## config.mk

```make
export PLATFORM = sky130hd
export DESIGN_NAME = rmp_div
export DESIGN_NICKNAME = d
export VERILOG_FILES = /design/src/rtl/core/rmp_pkg.sv /design/src/rtl/core/rmp_div.sv
export SDC_FILE = /design/constraint.sdc
export NUM_CORES = 1
export LEC_CHECK = 0
export BUFFER_PORTS_ARGS = -buffer_cell sky130_fd_sc_hd__buf_2
export CAP_MARGIN = 30
export CORE_MARGIN = 1
export CORE_UTILIZATION = 46
export CTS_BUF_LIST = sky130_fd_sc_hd__clkbuf_16
export CTS_CLUSTER_SIZE = 28
export DETAILED_ROUTE_END_ITERATION = 8
export GPL_ROUTABILITY_DRIVEN = 0
export PLACE_DENSITY = 0.72
export SLEW_MARGIN = 40
export SYNTH_ARGS = -nofsm -noshare
export SYNTH_HDL_FRONTEND = slang
export SYNTH_SLANG_ARGS = --single-unit
```

## constraint.sdc

```tcl
create_clock -name clk_i -period 2.6 [get_ports clk_i]
set_input_delay 0.26 -clock clk_i [delete_from_list [all_inputs] [get_ports clk_i]]
set_output_delay 0.26 -clock clk_i [all_outputs]
set_load 0.005 [all_outputs]
```

## src/rtl/core/rmp_pkg.sv

```systemverilog
`timescale 1ns / 1ps
`default_nettype none
package rmp_pkg;

  // map geometry
  localparam int MAP_ROWS   = 32;
  localparam int MAP_COLS   = 32;
  localparam int CHANNELS   = 16;
  localparam int MAX_POOLED = 8;

  localparam int ROW_W  = $clog2(MAP_ROWS);
  localparam int COL_W  = $clog2(MAP_COLS);
  localparam int CH_W   = $clog2(CHANNELS);
  localparam int ADDR_W = CH_W + ROW_W + COL_W;
  localparam int DEPTH  = CHANNELS * MAP_ROWS * MAP_COLS;
  localparam int DIV_W  = 16;

  // request kinds
  localparam logic REQ_LOAD = 1'b0;
  localparam logic REQ_POOL = 1'b1;

  // register indexes
  localparam logic [2:0] CFG_MAP_HEIGHT    = 3'd0;
  localparam logic [2:0] CFG_MAP_WIDTH     = 3'd1;
  localparam logic [2:0] CFG_POOLED_HEIGHT = 3'd2;
  localparam logic [2:0] CFG_POOLED_WIDTH  = 3'd3;
  localparam logic [2:0] CFG_SPATIAL_SCALE = 3'd4;

  typedef struct packed {
    logic               req_type;
    logic [13:0]        load_address;
    logic signed [15:0] load_value;
    logic [15:0]        roi_x1;
    logic [15:0]        roi_y1;
    logic [15:0]        roi_x2;
    logic [15:0]        roi_y2;
    logic [3:0]         channel;
  } rmp_in_t;

  typedef struct packed {
    logic signed [15:0] pooled_value;
    logic [5:0]         bin_index;
    logic               last;
  } rmp_out_t;

  typedef struct packed {
    logic              we;
    logic [ADDR_W-1:0] waddr;
    logic [15:0]       wdata;
    logic [ADDR_W-1:0] raddr;
  } mem_req_t;

  typedef struct packed {
    logic             start;
    logic [DIV_W-1:0] num;
    logic [3:0]       den;
  } div_req_t;

  typedef struct packed {
    logic             done;
    logic [DIV_W-1:0] quot;
  } div_rsp_t;

endpackage
`default_nettype wire

```

## src/rtl/core/rmp_div.sv

```systemverilog
`timescale 1ns / 1ps
`default_nettype none
module rmp_div (
  input  wire logic              clk_i,
  input  wire logic              rst_ni,
  input  wire rmp_pkg::div_req_t req_i,
  output rmp_pkg::div_rsp_t      rsp_o
);
  import rmp_pkg::*;

  localparam int CNT_W = $clog2(DIV_W + 1);

  logic [CNT_W-1:0] cnt_q;
  logic             done_q;
  logic [3:0]       rem_q;
  logic [DIV_W-1:0] quot_q;
  logic [4:0]       trial;
  logic             fits;

  // restoring division, one quotient bit per cycle
  assign trial = {rem_q, quot_q[DIV_W-1]};
  assign fits  = trial >= {1'b0, req_i.den};

  always_ff @(posedge clk_i or negedge rst_ni) begin
    if (!rst_ni) begin
      cnt_q  <= '0;
      done_q <= 1'b0;
    end else begin
      done_q <= 1'b0;
      if (req_i.start) begin
        cnt_q <= CNT_W'(DIV_W);
      end else if (cnt_q != '0) begin
        cnt_q  <= cnt_q - 1'b1;
        done_q <= (cnt_q == CNT_W'(1));
      end
    end
  end

  always_ff @(posedge clk_i) begin
    if (req_i.start) begin
      rem_q  <= '0;
      quot_q <= req_i.num;
    end else if (cnt_q != '0) begin
      rem_q  <= fits ? 4'(trial - {1'b0, req_i.den}) : trial[3:0];
      quot_q <= {quot_q[DIV_W-2:0], fits};
    end
  end

  assign rsp_o.done = done_q;
  assign rsp_o.quot = quot_q;

endmodule
`default_nettype wire

```

==> qor.log <==
INFO  route          drt_pass_1_iters=4
INFO  logic_synthesis synth_top_area_cell=sky130_fd_sc_hd__edfxtp_1
INFO  sta            finalWorstPathRequiredPeriod=2050ps
INFO  floorplanning  floorplan.rows=19
INFO  worst_setup_path arrival=2060ps
INFO  status         outcome=finished clean
INFO  route          ant_nets=0
INFO  worst_setup_path cpMaxStageDelayCell=sky130_fd_sc_hd__nor4b_4
INFO  clock_network  cts_setup_buffers=0
INFO  worst_setup_path worstSetupEndpointType=flop
INFO  global_routing grt_start_max_net_pins=30
INFO  cells_and_area area_of_all_placed_cells_without_fillers=1680um2
INFO  floorplanning  floorplan.die.height=56.7um
INFO  worst_setup_path reg2regPathDepth=5
INFO  logic_synthesis syn-instance-count=111
INFO  floorplanning  num_io_pins=40
INFO  power_and_ir_drop worst_ir_drop_vdd=694uV
INFO  worst_setup_path critPathMaxFanout=11
INFO  floorplanning  floorplan.die_area=3210um2
INFO  cells_and_area layout-drive-gt1-share=0.434
INFO  clock_network  clock_tree.htree_level_count=1
INFO  min_path       timing.hold.worst.start=req_i[7]
INFO  logic_synthesis synth_nets=141
INFO  clock_network  postCtsHoldBufs=1
INFO  global_routing grt_antenna_before_repair=0
INFO  clock_network  numClockSinks=26
INFO  placed_design  detailed_place_hpwl=1920um
INFO  worst_setup_path timing_worst_setup_path_type=reg2reg
INFO  worst_setup_path slowest_delay=490ps
INFO  logic_synthesis number_of_register_bits_inferred_by_synthesis=26
INFO  sta            slew-limit-headroom=0.619
INFO  clock_network  cts_tree=built
INFO  clock_network  ctsLongestPathBuffers=2
INFO  placed_design  placedInstanceArea=1590um2
INFO  logic_synthesis synth-edff-count=16
INFO  sta            hold_viol=0
INFO  worst_setup_path critical_path.cell_chain=inv_1 > ha_1 > nor4b_4 > nand2b_1 > buf_4
INFO  min_path       timing.hold.worst.class=in2reg
INFO  logic_synthesis synth_area_per_cell=12.4um2
INFO  cells_and_area area_delta_synth_final=22.5%
INFO  global_routing grt_pass1_vias=1,004
INFO  floorplanning  start_util=0.494
INFO  sta            worst-slew-pin-transition=572ps
INFO  power_and_ir_drop power.static_leakage=0.756nW
INFO  sta            setup_viol_count_final=0
INFO  route          wl_per_cell=14.2um
INFO  job            max_cap_violations=0
INFO  clock_network  clk-insertion-delay-late=260ps
INFO  cells_and_area layout.nets=183
INFO  logic_synthesis post_synth_instance_area=1370um2
INFO  route          drt_iter0_drc=43
INFO  route          drc_violation_count_after_routing=0
INFO  logic_synthesis synthArstFlopShare=0.231
INFO  logic_synthesis dominant_synthesized_flop_cell=sky130_fd_sc_hd__edfxtp_1
INFO  sta            drv_slew=0
INFO  worst_setup_path r2r_start=cnt_q[0]
INFO  worst_setup_path worst_r2r_endpoint=quot_q[10]
INFO  cells_and_area antenna-diode-count=0
INFO  sta            totalNegativeSetupSlack=0ps
INFO  cells_and_area layout_common_cells=sky130_fd_sc_hd__buf_2, sky130_fd_sc_hd__mux2_2, sky130_fd_sc_hd__edfxtp_1
INFO  route          vias_per_cell=5.42
INFO  logic_synthesis count_of_distinct_cell_types_in_the_synthesized_netlist=35
INFO  floorplanning  core_region_area=2780um2
INFO  logic_synthesis synth.area.top_cells=sky130_fd_sc_hd__edfxtp_1, sky130_fd_sc_hd__mux2_2, sky130_fd_sc_hd__dfrtp_1
INFO  clock_network  cts-buffers-inserted=3
INFO  floorplanning  dieWidth=56.7um
INFO  sta            grt_setup_unrepaired=no
INFO  min_path       min_delay_path_depth=2
INFO  sta            final_min_period_over_clock_period=0.787
INFO  route          vias=991
INFO  worst_setup_path worst_setup_sp_type=flop
INFO  cells_and_area filler_cell_count=224
INFO  cells_and_area mostFrequentLayoutCell=sky130_fd_sc_hd__buf_2
INFO  global_routing globalRouteTotalUtil=0.181
INFO  logic_synthesis synth_sequential_area_ratio=0.517
INFO  worst_setup_path worstPathRequired=2610ps
INFO  clock_network  postCtsResizedCells=0
INFO  route          drt_wl_total=2590um
INFO  clock_network  cts_clk_pin_slew_worst_paths=60ps
INFO  sta            timing.clock.skew=3.87ps
INFO  min_path       worst_hold_path.endpoint=quot_q[3]
INFO  sta            maxClockFrequency=489MHz
INFO  clock_network  cts-root-buf=sky130_fd_sc_hd__clkbuf_16
INFO  global_routing gr-total-overflow=0
INFO  worst_setup_path rrSetupSlack=550ps
INFO  power_and_ir_drop pwr_density_cell=944nW/um2
INFO  global_routing wire_length_of_the_first_global_routing_pass=4440um
INFO  placed_design  portBuffers=39
INFO  logic_synthesis post-synth-top-area-fraction=0.350
INFO  logic_synthesis synth-warning-count=0
kinds of logic after synthesis:
family / count (synthesis) / synth area share
buf+inv: 12 / 0.0373
fa+ha+maj: 7 / 0.0692
simple gates: 33 / 0.145
mux: 16 / 0.131
flops: 26 / 0.517
compound gates: 16 / 0.0938
xor+xnor: 1 / 0.00638
per-stage QoR:
stage               worst slack [ps]  total power [W]  instances   util  hold WS (ps)
floorplan                        826          0.00108        111      -         -35.6
CTS                              550          0.00160        183  0.605           299
detailed placement               586          0.00126        178  0.573          93.2
finish                           553          0.00159        183  0.605           300
global route                     392          0.00170        183  0.605           299
global placement                 737          0.00123        178  0.573          89.2
report_power, final:
group,internal [W],switching (W),leakage [nW]
Combinational,0.000279,0.000279,0.439
Clock,0.000206,0.000131,0.0385
Sequential,0.000590,0.000104,0.278
Total,0.00107,0.000514,0.756
synth_stat cells, types with 2 or more instances:
library cell and number:
sky130_fd_sc_hd__a21oi_1 2, sky130_fd_sc_hd__a21o_1 3, sky130_fd_sc_hd__buf_2 2, sky130_fd_sc_hd__ha_1 6
sky130_fd_sc_hd__nand2_1 3, sky130_fd_sc_hd__nand2b_1 3, sky130_fd_sc_hd__nand4_1 2, sky130_fd_sc_hd__nand3_1 2
sky130_fd_sc_hd__o22ai_1 2, sky130_fd_sc_hd__a311oi_2 2, sky130_fd_sc_hd__dfxtp_1 4, sky130_fd_sc_hd__nor3_1 4
sky130_fd_sc_hd__edfxtp_1 16, sky130_fd_sc_hd__mux2_2 16, sky130_fd_sc_hd__o21ai_0 3, sky130_fd_sc_hd__dfrtp_1 6
sky130_fd_sc_hd__inv_1 8, sky130_fd_sc_hd__nor2_1 10
worst max path at each step:
stage          startpoint          to  slack [ps]
6_report         cnt_q[0]  quot_q[10]         550
4_1_cts          cnt_q[0]  quot_q[13]         550
5_1_grt          cnt_q[1]  quot_q[10]         390
3_5_place_dp     cnt_q[0]  quot_q[10]         590
2_1_floorplan    cnt_q[0]   quot_q[0]         830
3_3_place_gp     cnt_q[0]   quot_q[9]         740
metal layers:
metal,up-vias,GRT usage,part of all wire
met5,-,0,0
li1,489,-,-
met2,25,0.306,0.51
met4,0,0.0662,0.016
met3,5,0.0461,0.039
met1,472,0.222,0.44
sequential cells by signal, summed over array words and instances, names as in the netlist:
signal  count
done_q      1
quot_q     16
rem_q       4
cnt_q       5
critical path: cells and delay by family, from the launching register on:
family	cells	cell delay (ps)
simple gates	2	810
flops	1	410
buf+inv	2	370
fa+ha+maj	1	210
cell type report:
cell class	count	area [um2]	area share
Inverter	8	30.0	0.0178
Clock buffer	3	75.1	0.0446
Sequential cell	26	711	0.422
Timing Repair Buffer	41	213	0.126
Tap cell	31	38.8	0.0230
Multi-Input combinational cell	73	612	0.364
Clock inverter	1	3.75	0.00223
Note: power is estimated with default switching activity, not from simulation.
