===== config.mk =====
export PLATFORM = sky130hd
export DESIGN_NAME = rmp_ctrl
export DESIGN_NICKNAME = d
export VERILOG_FILES = /design/src/rtl/core/rmp_pkg.sv /design/src/rtl/core/rmp_ctrl.sv
export SDC_FILE = /design/constraint.sdc
export NUM_CORES = 1
export LEC_CHECK = 0
export BUFFER_PORTS_ARGS = -buffer_cell sky130_fd_sc_hd__buf_2
export CORE_MARGIN = 5
export CORE_UTILIZATION = 45
export DETAILED_ROUTE_END_ITERATION = 12
export SYNTH_ARGS = -nofsm -noshare
export SYNTH_HDL_FRONTEND = slang
export SYNTH_SLANG_ARGS = --single-unit

===== constraint.sdc =====
create_clock -name clk_i -period 18.11 [get_ports clk_i]
set_input_delay 2.7165 -clock clk_i [delete_from_list [all_inputs] [get_ports clk_i]]
set_output_delay 2.7165 -clock clk_i [all_outputs]
set_load 0.01 [all_outputs]

===== src/rtl/core/rmp_pkg.sv =====
`timescale 1ns / 1ps
`default_nettype none
package rmp_pkg;

  // map geometry
  localparam int MAP_ROWS   = 32;
  localparam int MAP_COLS   = 32;
  localparam int CHANNELS   = 16;
  localparam int MAX_POOLED = 8;

  localparam int ROW_W  = $clog2(MAP_ROWS);
  localparam int COL_W  = $clog2(MAP_COLS);
  localparam int CH_W   = $clog2(CHANNELS);
  localparam int ADDR_W = CH_W + ROW_W + COL_W;
  localparam int DEPTH  = CHANNELS * MAP_ROWS * MAP_COLS;
  localparam int DIV_W  = 16;

  // request kinds
  localparam logic REQ_LOAD = 1'b0;
  localparam logic REQ_POOL = 1'b1;

  // register indexes
  localparam logic [2:0] CFG_MAP_HEIGHT    = 3'd0;
  localparam logic [2:0] CFG_MAP_WIDTH     = 3'd1;
  localparam logic [2:0] CFG_POOLED_HEIGHT = 3'd2;
  localparam logic [2:0] CFG_POOLED_WIDTH  = 3'd3;
  localparam logic [2:0] CFG_SPATIAL_SCALE = 3'd4;

  typedef struct packed {
    logic               req_type;
    logic [13:0]        load_address;
    logic signed [15:0] load_value;
    logic [15:0]        roi_x1;
    logic [15:0]        roi_y1;
    logic [15:0]        roi_x2;
    logic [15:0]        roi_y2;
    logic [3:0]         channel;
  } rmp_in_t;

  typedef struct packed {
    logic signed [15:0] pooled_value;
    logic [5:0]         bin_index;
    logic               last;
  } rmp_out_t;

  typedef struct packed {
    logic              we;
    logic [ADDR_W-1:0] waddr;
    logic [15:0]       wdata;
    logic [ADDR_W-1:0] raddr;
  } mem_req_t;

  typedef struct packed {
    logic             start;
    logic [DIV_W-1:0] num;
    logic [3:0]       den;
  } div_req_t;

  typedef struct packed {
    logic             done;
    logic [DIV_W-1:0] quot;
  } div_rsp_t;

endpackage
`default_nettype wire


===== src/rtl/core/rmp_ctrl.sv =====
`timescale 1ns / 1ps
`default_nettype none
module rmp_ctrl (
  input  wire logic              clk_i,
  input  wire logic              rst_ni,
  input  wire logic              cfg_we_i,
  input  wire logic [2:0]        cfg_index_i,
  input  wire logic [15:0]       cfg_wdata_i,
  input  wire logic              in_valid_i,
  output logic                   in_ready_o,
  input  wire rmp_pkg::rmp_in_t  in_data_i,
  output logic                   out_valid_o,
  input  wire logic              out_ready_i,
  output rmp_pkg::rmp_out_t      out_data_o,
  output rmp_pkg::mem_req_t      mem_o,
  input  wire logic [15:0]       mem_rdata_i,
  output rmp_pkg::div_req_t      div_o,
  input  wire rmp_pkg::div_rsp_t div_i
);
  import rmp_pkg::*;

  typedef enum logic [2:0] {
    ST_IDLE, ST_SCALE, ST_SIZE, ST_DIV_GO, ST_DIV_WAIT, ST_SCAN, ST_DRAIN, ST_OUT
  } state_e;

  state_e state_q;

  logic [5:0]  mh_q, mw_q;
  logic [3:0]  ph_q, pw_q;
  logic [15:0] scale_q;
  logic [5:0]  mh_e, mw_e;
  logic [3:0]  ph_e, pw_e;

  logic [15:0] coord_q [4];
  logic [12:0] sc_q [4];
  logic [2:0]  cnt_q;
  logic [31:0] prod_q;
  logic [32:0] rnd;
  logic [CH_W-1:0] ch_q;
  logic [13:0] sh_q, sw_q;
  logic [13:0] yend, xend;
  logic [15:0] acc_y_q, acc_x_q;
  logic [2:0]  by_q, bx_q;
  logic [5:0]  bin_q;
  logic [1:0]  sel_q;
  logic [5:0]  hs_q, he_q, ws_q, we_q;
  logic [5:0]  r_q, c_q;
  logic        pend_q, seen_q;
  logic signed [15:0] best_q, best_d, rd_val;
  logic [16:0] bound;
  logic [5:0]  lim;
  logic [5:0]  bound_c;
  logic        last_bin, empty_bin, last_cell;
  logic        in_acc;

  // effective register values
  assign mh_e = (mh_q > 6'(MAP_ROWS)) ? 6'(MAP_ROWS) : mh_q;
  assign mw_e = (mw_q > 6'(MAP_COLS)) ? 6'(MAP_COLS) : mw_q;
  assign ph_e = (ph_q == 4'd0) ? 4'd1 : ((ph_q > 4'(MAX_POOLED)) ? 4'(MAX_POOLED) : ph_q);
  assign pw_e = (pw_q == 4'd0) ? 4'd1 : ((pw_q > 4'(MAX_POOLED)) ? 4'(MAX_POOLED) : pw_q);

  assign in_ready_o = (state_q == ST_IDLE);
  assign in_acc     = in_valid_i && in_ready_o;

  // corner rounding of the registered product
  assign rnd = {1'b0, prod_q} + 33'(1 << 19);

  // roi extents
  assign yend = {1'b0, sc_q[3]} + 14'd1;
  assign xend = {1'b0, sc_q[2]} + 14'd1;

  // divider operand select
  always_comb begin
    div_o.start = (state_q == ST_DIV_GO);
    div_o.den   = sel_q[1] ? pw_e : ph_e;
    case (sel_q)
      2'd0:    div_o.num = acc_y_q;
      2'd1:    div_o.num = acc_y_q + {2'b0, sh_q} + {12'b0, ph_e} - 16'd1;
      2'd2:    div_o.num = acc_x_q;
      default: div_o.num = acc_x_q + {2'b0, sw_q} + {12'b0, pw_e} - 16'd1;
    endcase
  end

  // offset and clamp of a bin bound
  always_comb begin
    bound   = {1'b0, div_i.quot} + (sel_q[1] ? {4'b0, sc_q[0]} : {4'b0, sc_q[1]});
    lim     = sel_q[1] ? mw_e : mh_e;
    bound_c = (bound > {11'b0, lim}) ? lim : bound[5:0];
  end

  // store access
  assign mem_o.we    = in_acc && (in_data_i.req_type == REQ_LOAD);
  assign mem_o.waddr = in_data_i.load_address[ADDR_W-1:0];
  assign mem_o.wdata = in_data_i.load_value;
  assign mem_o.raddr = {ch_q, r_q[ROW_W-1:0], c_q[COL_W-1:0]};

  // running maximum
  assign rd_val = mem_rdata_i;
  always_comb begin
    best_d = best_q;
    if (pend_q && (!seen_q || rd_val > best_q)) begin
      best_d = rd_val;
    end
  end

  assign empty_bin = (hs_q >= he_q) || (ws_q >= we_q);
  assign last_cell = (r_q == he_q - 6'd1) && (c_q == we_q - 6'd1);
  assign last_bin  = ({1'b0, by_q} == ph_e - 4'd1) && ({1'b0, bx_q} == pw_e - 4'd1);

  // configuration registers
  always_ff @(posedge clk_i or negedge rst_ni) begin
    if (!rst_ni) begin
      mh_q    <= 6'd32;
      mw_q    <= 6'd32;
      ph_q    <= 4'd7;
      pw_q    <= 4'd7;
      scale_q <= 16'd4096;
    end else if (cfg_we_i) begin
      case (cfg_index_i)
        CFG_MAP_HEIGHT:    mh_q    <= cfg_wdata_i[5:0];
        CFG_MAP_WIDTH:     mw_q    <= cfg_wdata_i[5:0];
        CFG_POOLED_HEIGHT: ph_q    <= cfg_wdata_i[3:0];
        CFG_POOLED_WIDTH:  pw_q    <= cfg_wdata_i[3:0];
        CFG_SPATIAL_SCALE: scale_q <= cfg_wdata_i;
        default: ;
      endcase
    end
  end

  // sequencer
  always_ff @(posedge clk_i or negedge rst_ni) begin
    if (!rst_ni) begin
      state_q <= ST_IDLE;
      cnt_q   <= '0;
      sel_q   <= '0;
      pend_q  <= 1'b0;
      seen_q  <= 1'b0;
    end else begin
      case (state_q)
        ST_IDLE: begin
          if (in_acc && (in_data_i.req_type == REQ_POOL)) begin
            state_q <= ST_SCALE;
            cnt_q   <= '0;
          end
        end
        ST_SCALE: begin
          cnt_q <= cnt_q + 3'd1;
          if (cnt_q == 3'd4) begin
            state_q <= ST_SIZE;
          end
        end
        ST_SIZE: begin
          sel_q   <= 2'd0;
          state_q <= ST_DIV_GO;
        end
        ST_DIV_GO: state_q <= ST_DIV_WAIT;
        ST_DIV_WAIT: begin
          if (div_i.done) begin
            sel_q <= sel_q + 2'd1;
            if (sel_q == 2'd3) begin
              state_q <= ST_SCAN;
              pend_q  <= 1'b0;
              seen_q  <= 1'b0;
            end else begin
              state_q <= ST_DIV_GO;
            end
          end
        end
        ST_SCAN: begin
          if (pend_q) begin
            seen_q <= 1'b1;
          end
          if (empty_bin) begin
            state_q <= ST_OUT;
          end else begin
            pend_q <= 1'b1;
            if (last_cell) begin
              state_q <= ST_DRAIN;
            end
          end
        end
        ST_DRAIN: begin
          pend_q  <= 1'b0;
          state_q <= ST_OUT;
        end
        ST_OUT: begin
          if (out_ready_i) begin
            if (last_bin) begin
              state_q <= ST_IDLE;
            end else begin
              state_q <= ST_DIV_GO;
              sel_q   <= ({1'b0, bx_q} == pw_e - 4'd1) ? 2'd0 : 2'd2;
            end
          end
        end
        default: state_q <= ST_IDLE;
      endcase
    end
  end

  // datapath registers
  always_ff @(posedge clk_i) begin
    case (state_q)
      ST_IDLE: begin
        coord_q[0] <= in_data_i.roi_x1;
        coord_q[1] <= in_data_i.roi_y1;
        coord_q[2] <= in_data_i.roi_x2;
        coord_q[3] <= in_data_i.roi_y2;
        ch_q       <= in_data_i.channel[CH_W-1:0];
      end
      ST_SCALE: begin
        prod_q <= coord_q[cnt_q[1:0]] * scale_q;
        if (cnt_q != 3'd0) begin
          sc_q[2'(cnt_q - 3'd1)] <= rnd[32:20];
        end
      end
      ST_SIZE: begin
        sh_q    <= (yend > {1'b0, sc_q[1]}) ? yend - {1'b0, sc_q[1]} : 14'd1;
        sw_q    <= (xend > {1'b0, sc_q[0]}) ? xend - {1'b0, sc_q[0]} : 14'd1;
        acc_y_q <= '0;
        acc_x_q <= '0;
        by_q    <= '0;
        bx_q    <= '0;
        bin_q   <= '0;
      end
      ST_DIV_WAIT: begin
        if (div_i.done) begin
          case (sel_q)
            2'd0:    hs_q <= bound_c;
            2'd1:    he_q <= bound_c;
            2'd2:    ws_q <= bound_c;
            default: we_q <= bound_c;
          endcase
          r_q    <= hs_q;
          c_q    <= (sel_q == 2'd3) ? ws_q : c_q;
          best_q <= '0;
        end
      end
      ST_SCAN: begin
        best_q <= best_d;
        if (!empty_bin) begin
          if (c_q == we_q - 6'd1) begin
            c_q <= ws_q;
            r_q <= r_q + 6'd1;
          end else begin
            c_q <= c_q + 6'd1;
          end
        end
      end
      ST_DRAIN: best_q <= best_d;
      ST_OUT: begin
        if (out_ready_i) begin
          bin_q <= bin_q + 6'd1;
          if ({1'b0, bx_q} == pw_e - 4'd1) begin
            bx_q    <= '0;
            acc_x_q <= '0;
            by_q    <= by_q + 3'd1;
            acc_y_q <= acc_y_q + {2'b0, sh_q};
          end else begin
            bx_q    <= bx_q + 3'd1;
            acc_x_q <= acc_x_q + {2'b0, sw_q};
          end
        end
      end
      default: ;
    endcase
  end

  assign out_valid_o             = (state_q == ST_OUT);
  assign out_data_o.pooled_value = best_q;
  assign out_data_o.bin_index    = bin_q;
  assign out_data_o.last         = last_bin;

endmodule
`default_nettype wire

==> summary.txt <==
Run status
  – Run status: finished clean

Placement
  – Gpl congestion: 0.861
  – Dpl hpwl: 47.9 mm
  – Port Buffers: between 150 and 200

Finish
  – NumNets Final: 3263
  – Fin util: 0.499
  – Storage element area: 8880 um2
  – Commonest non-fill, non-tap cell in the layout: inv_1
  – Most frequent cells in the layout: inv_1, ha_1, edfxtp_1
  – Ratio of cells with drive above 1 in the final layout: 0.125
  – FILL cells: 5302
  – Area grow syn2layout: 10.1%
  – Multi-input logic area: 15200 um2

Setup path
  – Crit start category: register
  – Worst path slowest cell: mux4_1
  – Worst path bufs/invs: 5
  – CP arrival: 8320 ps
  – Crit path top cell by count: fa_1
  – Worst Path Max Fanout: 16
  – Crit. End Element: register
  – Worst Setup Path Type: reg2reg
  – Critical path's largest stage delay: 920 ps
  – Critical path required time: around 18000 ps
  – Crit-path leading delay family: adder cells
  – Crit-path cells: buf_4, mux4_1, and2_1, fa_1, inv_1, fa_1, fa_1, inv_1, ha_1, fa_1, inv_1, fa_1, inv_1, ha_1, a221oi_1, o21ai_0, a221oi_1, o221ai_2, o21ai_2, o22ai_2, a41oi_2, a21oi_2, and4_4, nor3_1

CTS
  – Post-cts gate resize count: 0
  – Post-CTS setup buffer count: 0
  – Hold_buf cts: 0
  – Clk_lat worst skew: 560 ps
  – CTS max path bufs: 3
  – Num CTS Buffers: 37
  – Worst-path clk slew: 60 ps
  – Root buf cell: clkbuf_16
  – CTS H-Tree Depth: 2
  – CTS tree: yes
  – CTS sink cnt: 303

STA
  – Max-slew violations: 0
  – Fin crit share: 0.438
  – Max Freq: 126 MHz
  – Rel. slew slack: 0.208
  – Setup violators final: 0
  – Hold Vio Cnt, Final: 0
  – RSZ-0062 raised after global routing: false
  – Setup TNS: 0 ps
  – Least-Margin Pin Slew: 1180 ps
  – Clock period minus worst slack: 7940 ps
  – Clock skew: 27.9 ps

Floorplan
  – Die area: 62800 um2
  – Initial core utilization: 0.453
  – Total core area: ~57000 um2
  – I/O pin count: 247
  – Die Wd: 251 um
  – DIE HEIGHT: 251 um
  – # rows: 88

Global route
  – Gr ovfl total: 0
  – Tot GR Track Use: 0.192
  – First-pass GRT wire length: 98.2 mm
  – Vias in the first global route: around 19k
  – Initial antenna violation count: 0
  – Largest net degree at the start of global routing: 47

Worst hold path
  – Worst hold path class: reg2reg

Logic synthesis
  – Syn Std Cell Area: 26000 um2
  – Sequential fraction of the synthesis area: 0.341
  – Syn Area/Cell: 10.3 um2
  – Mapped Nets: 3134
  – Number of library cell types mapped by synthesis: 80
  – Post-synth top flop: edfxtp_1
  – Yosys reg bits: 303
  – Synthesis Warnings: 0
  – Cell count after synthesis: 2520
  – EDFF count, synth: approximately 260
  – Ys async rst share: 0.152

Route
  – DRT Pass-1 Iters: 5
  – Via count: 18.2k
  – Post-route ant nets: 0
  – DRC: 0
  – Iter 0 DRT Violations: 841
  – Final wirelength: 60.8 mm
  – Per-cell routed wire length: 17.6 um
  – Vias per cell: 5.27

Flow run
  – Maximum Capacitance Violations: 0
-- final cells by class --
class / count / area share
antenna: 2 / 0.000174
clock buffer: 49 / 0.0353
clock inverter: 19 / 0.00632
inverter: 371 / 0.0485
multi-input combinational: 1733 / 0.530
sequential: 303 / 0.310
tap: 765 / 0.0334
timing repair buffer: 203 / 0.0369
-- cell families (layout without fill, tap and decap cells) --
group / Yosys count / count (layout) / share of synthesized area
compound gates: 312 / 312 / 0.0779
mux: 68 / 68 / 0.0363
flops: 303 / 303 / 0.341
simple gates: 736 / 736 / 0.137
xor+xnor: 159 / 159 / 0.0543
buf+inv: 484 / 642 / 0.0761
other cells: 0 / 2 / 0
fa+ha+maj: 458 / 458 / 0.278
-- flip-flops by register name, indices dropped and copies added, names as in the netlist, 4 cells and up --
register and count:
coord_q 64, mw_q 6, ch_q 4, acc_y_q 16
sw_q 14, best_q 16, hs_q 6, mh_q 6
he_q 6, acc_x_q 16, prod_q 13, ph_q 4
ws_q 6, c_q 6, bin_q 6, scale_q 16
sh_q 14, r_q 6, sc_q 52, pw_q 4
we_q 6
-- synth_stat cells, types with 5 or more instances --
| cell | count | share of area |
|---|---|---|
| o21bai_1 | 8 | 0.0023 |
| or2_2 | 5 | 0.0012 |
| nor2_1 | 134 | 0.019 |
| o21ai_1 | 5 | 0.00096 |
| mux2_2 | 36 | 0.016 |
| nor2b_1 | 18 | 0.0043 |
| o21ai_0 | 85 | 0.016 |
| mux2i_1 | 15 | 0.0058 |
| mux4_1 | 5 | 0.0050 |
| ha_1 | 258 | 0.12 |
| a31oi_1 | 8 | 0.0019 |
| nor4_1 | 8 | 0.0019 |
| a221o_1 | 5 | 0.0019 |
| a21o_1 | 35 | 0.010 |
| xor2_1 | 55 | 0.018 |
| dfstp_2 | 9 | 0.0091 |
| o22ai_1 | 7 | 0.0017 |
| nand2b_1 | 16 | 0.0038 |
| and3_1 | 33 | 0.0079 |
| nor3_1 | 43 | 0.0083 |
| mux4_2 | 11 | 0.0095 |
| dfrtp_1 | 37 | 0.036 |
| a21boi_0 | 6 | 0.0017 |
| nand4_1 | 24 | 0.0058 |
| edfxtp_1 | 257 | 0.30 |
| a221oi_1 | 6 | 0.0020 |
| o21a_1 | 8 | 0.0023 |
| a222oi_1 | 10 | 0.0038 |
| and2_1 | 134 | 0.032 |
| xnor2_1 | 102 | 0.034 |
| buf_4 | 41 | 0.012 |
| nand3_1 | 53 | 0.010 |
| nand2_1 | 247 | 0.036 |
| fa_1 | 200 | 0.15 |
| clkbuf_1 | 63 | 0.0091 |
| a21oi_1 | 81 | 0.016 |
| inv_1 | 371 | 0.053 |
-- metrics by stage --
step / hold slack [ps] / area [um2] / std cells / setup slack [ps]
6_report: 509 / 28700 / 3445 / 10170
3_5_place_dp: 497 / 27500 / 3375 / 10200
4_1_cts: 514 / 28700 / 3443 / 10150
5_1_grt: 530 / 28700 / 3443 / 9830
2_1_floorplan: 481 / 26000 / 2520 / 9190
3_3_place_gp: 492 / 27500 / 3375 / 10310
-- path summary, 6_finish.rpt --
check                          from     endpoint  slack (ps)  cells past startpoint
min reg2reg                 mw_q[3]      mw_q[3]         510                      1
min                         mw_q[3]      mw_q[3]         510                      1
min in group asynchronous    rst_ni      pw_q[3]        2280                      2
max reg2reg                cnt_q[0]   prod_q[31]       10170                     24
max                        cnt_q[0]   prod_q[31]       10170                     24
max in group asynchronous    rst_ni  scale_q[11]       15320                      2
-- per-layer routing --
layer	vias up	global-route usage	share of wire	wire, um
li1	8716	-	-	-
met1	8959	0.267	0.45	27400
met2	411	0.322	0.48	29300
met3	84	0.0225	0.046	2790
met4	0	0.0476	0.023	1370
met5	-	0	0	0
-- worst reg2reg max path, delay by kind of cell (launching register included) --
family / cells / cell delay (ps)
adder cells (fa/ha/maj): 7 / 3230
flip-flops: 1 / 530
multiplexers: 1 / 940
AO/OA/AOI/OAI: 8 / 1830
buffers and inverters: 5 / 560
AND/OR/NAND/NOR: 3 / 690
Power is left out: the tool's default activity adds up to more than one toggle a clock period on the data nets, which glitch-free logic cannot reach.
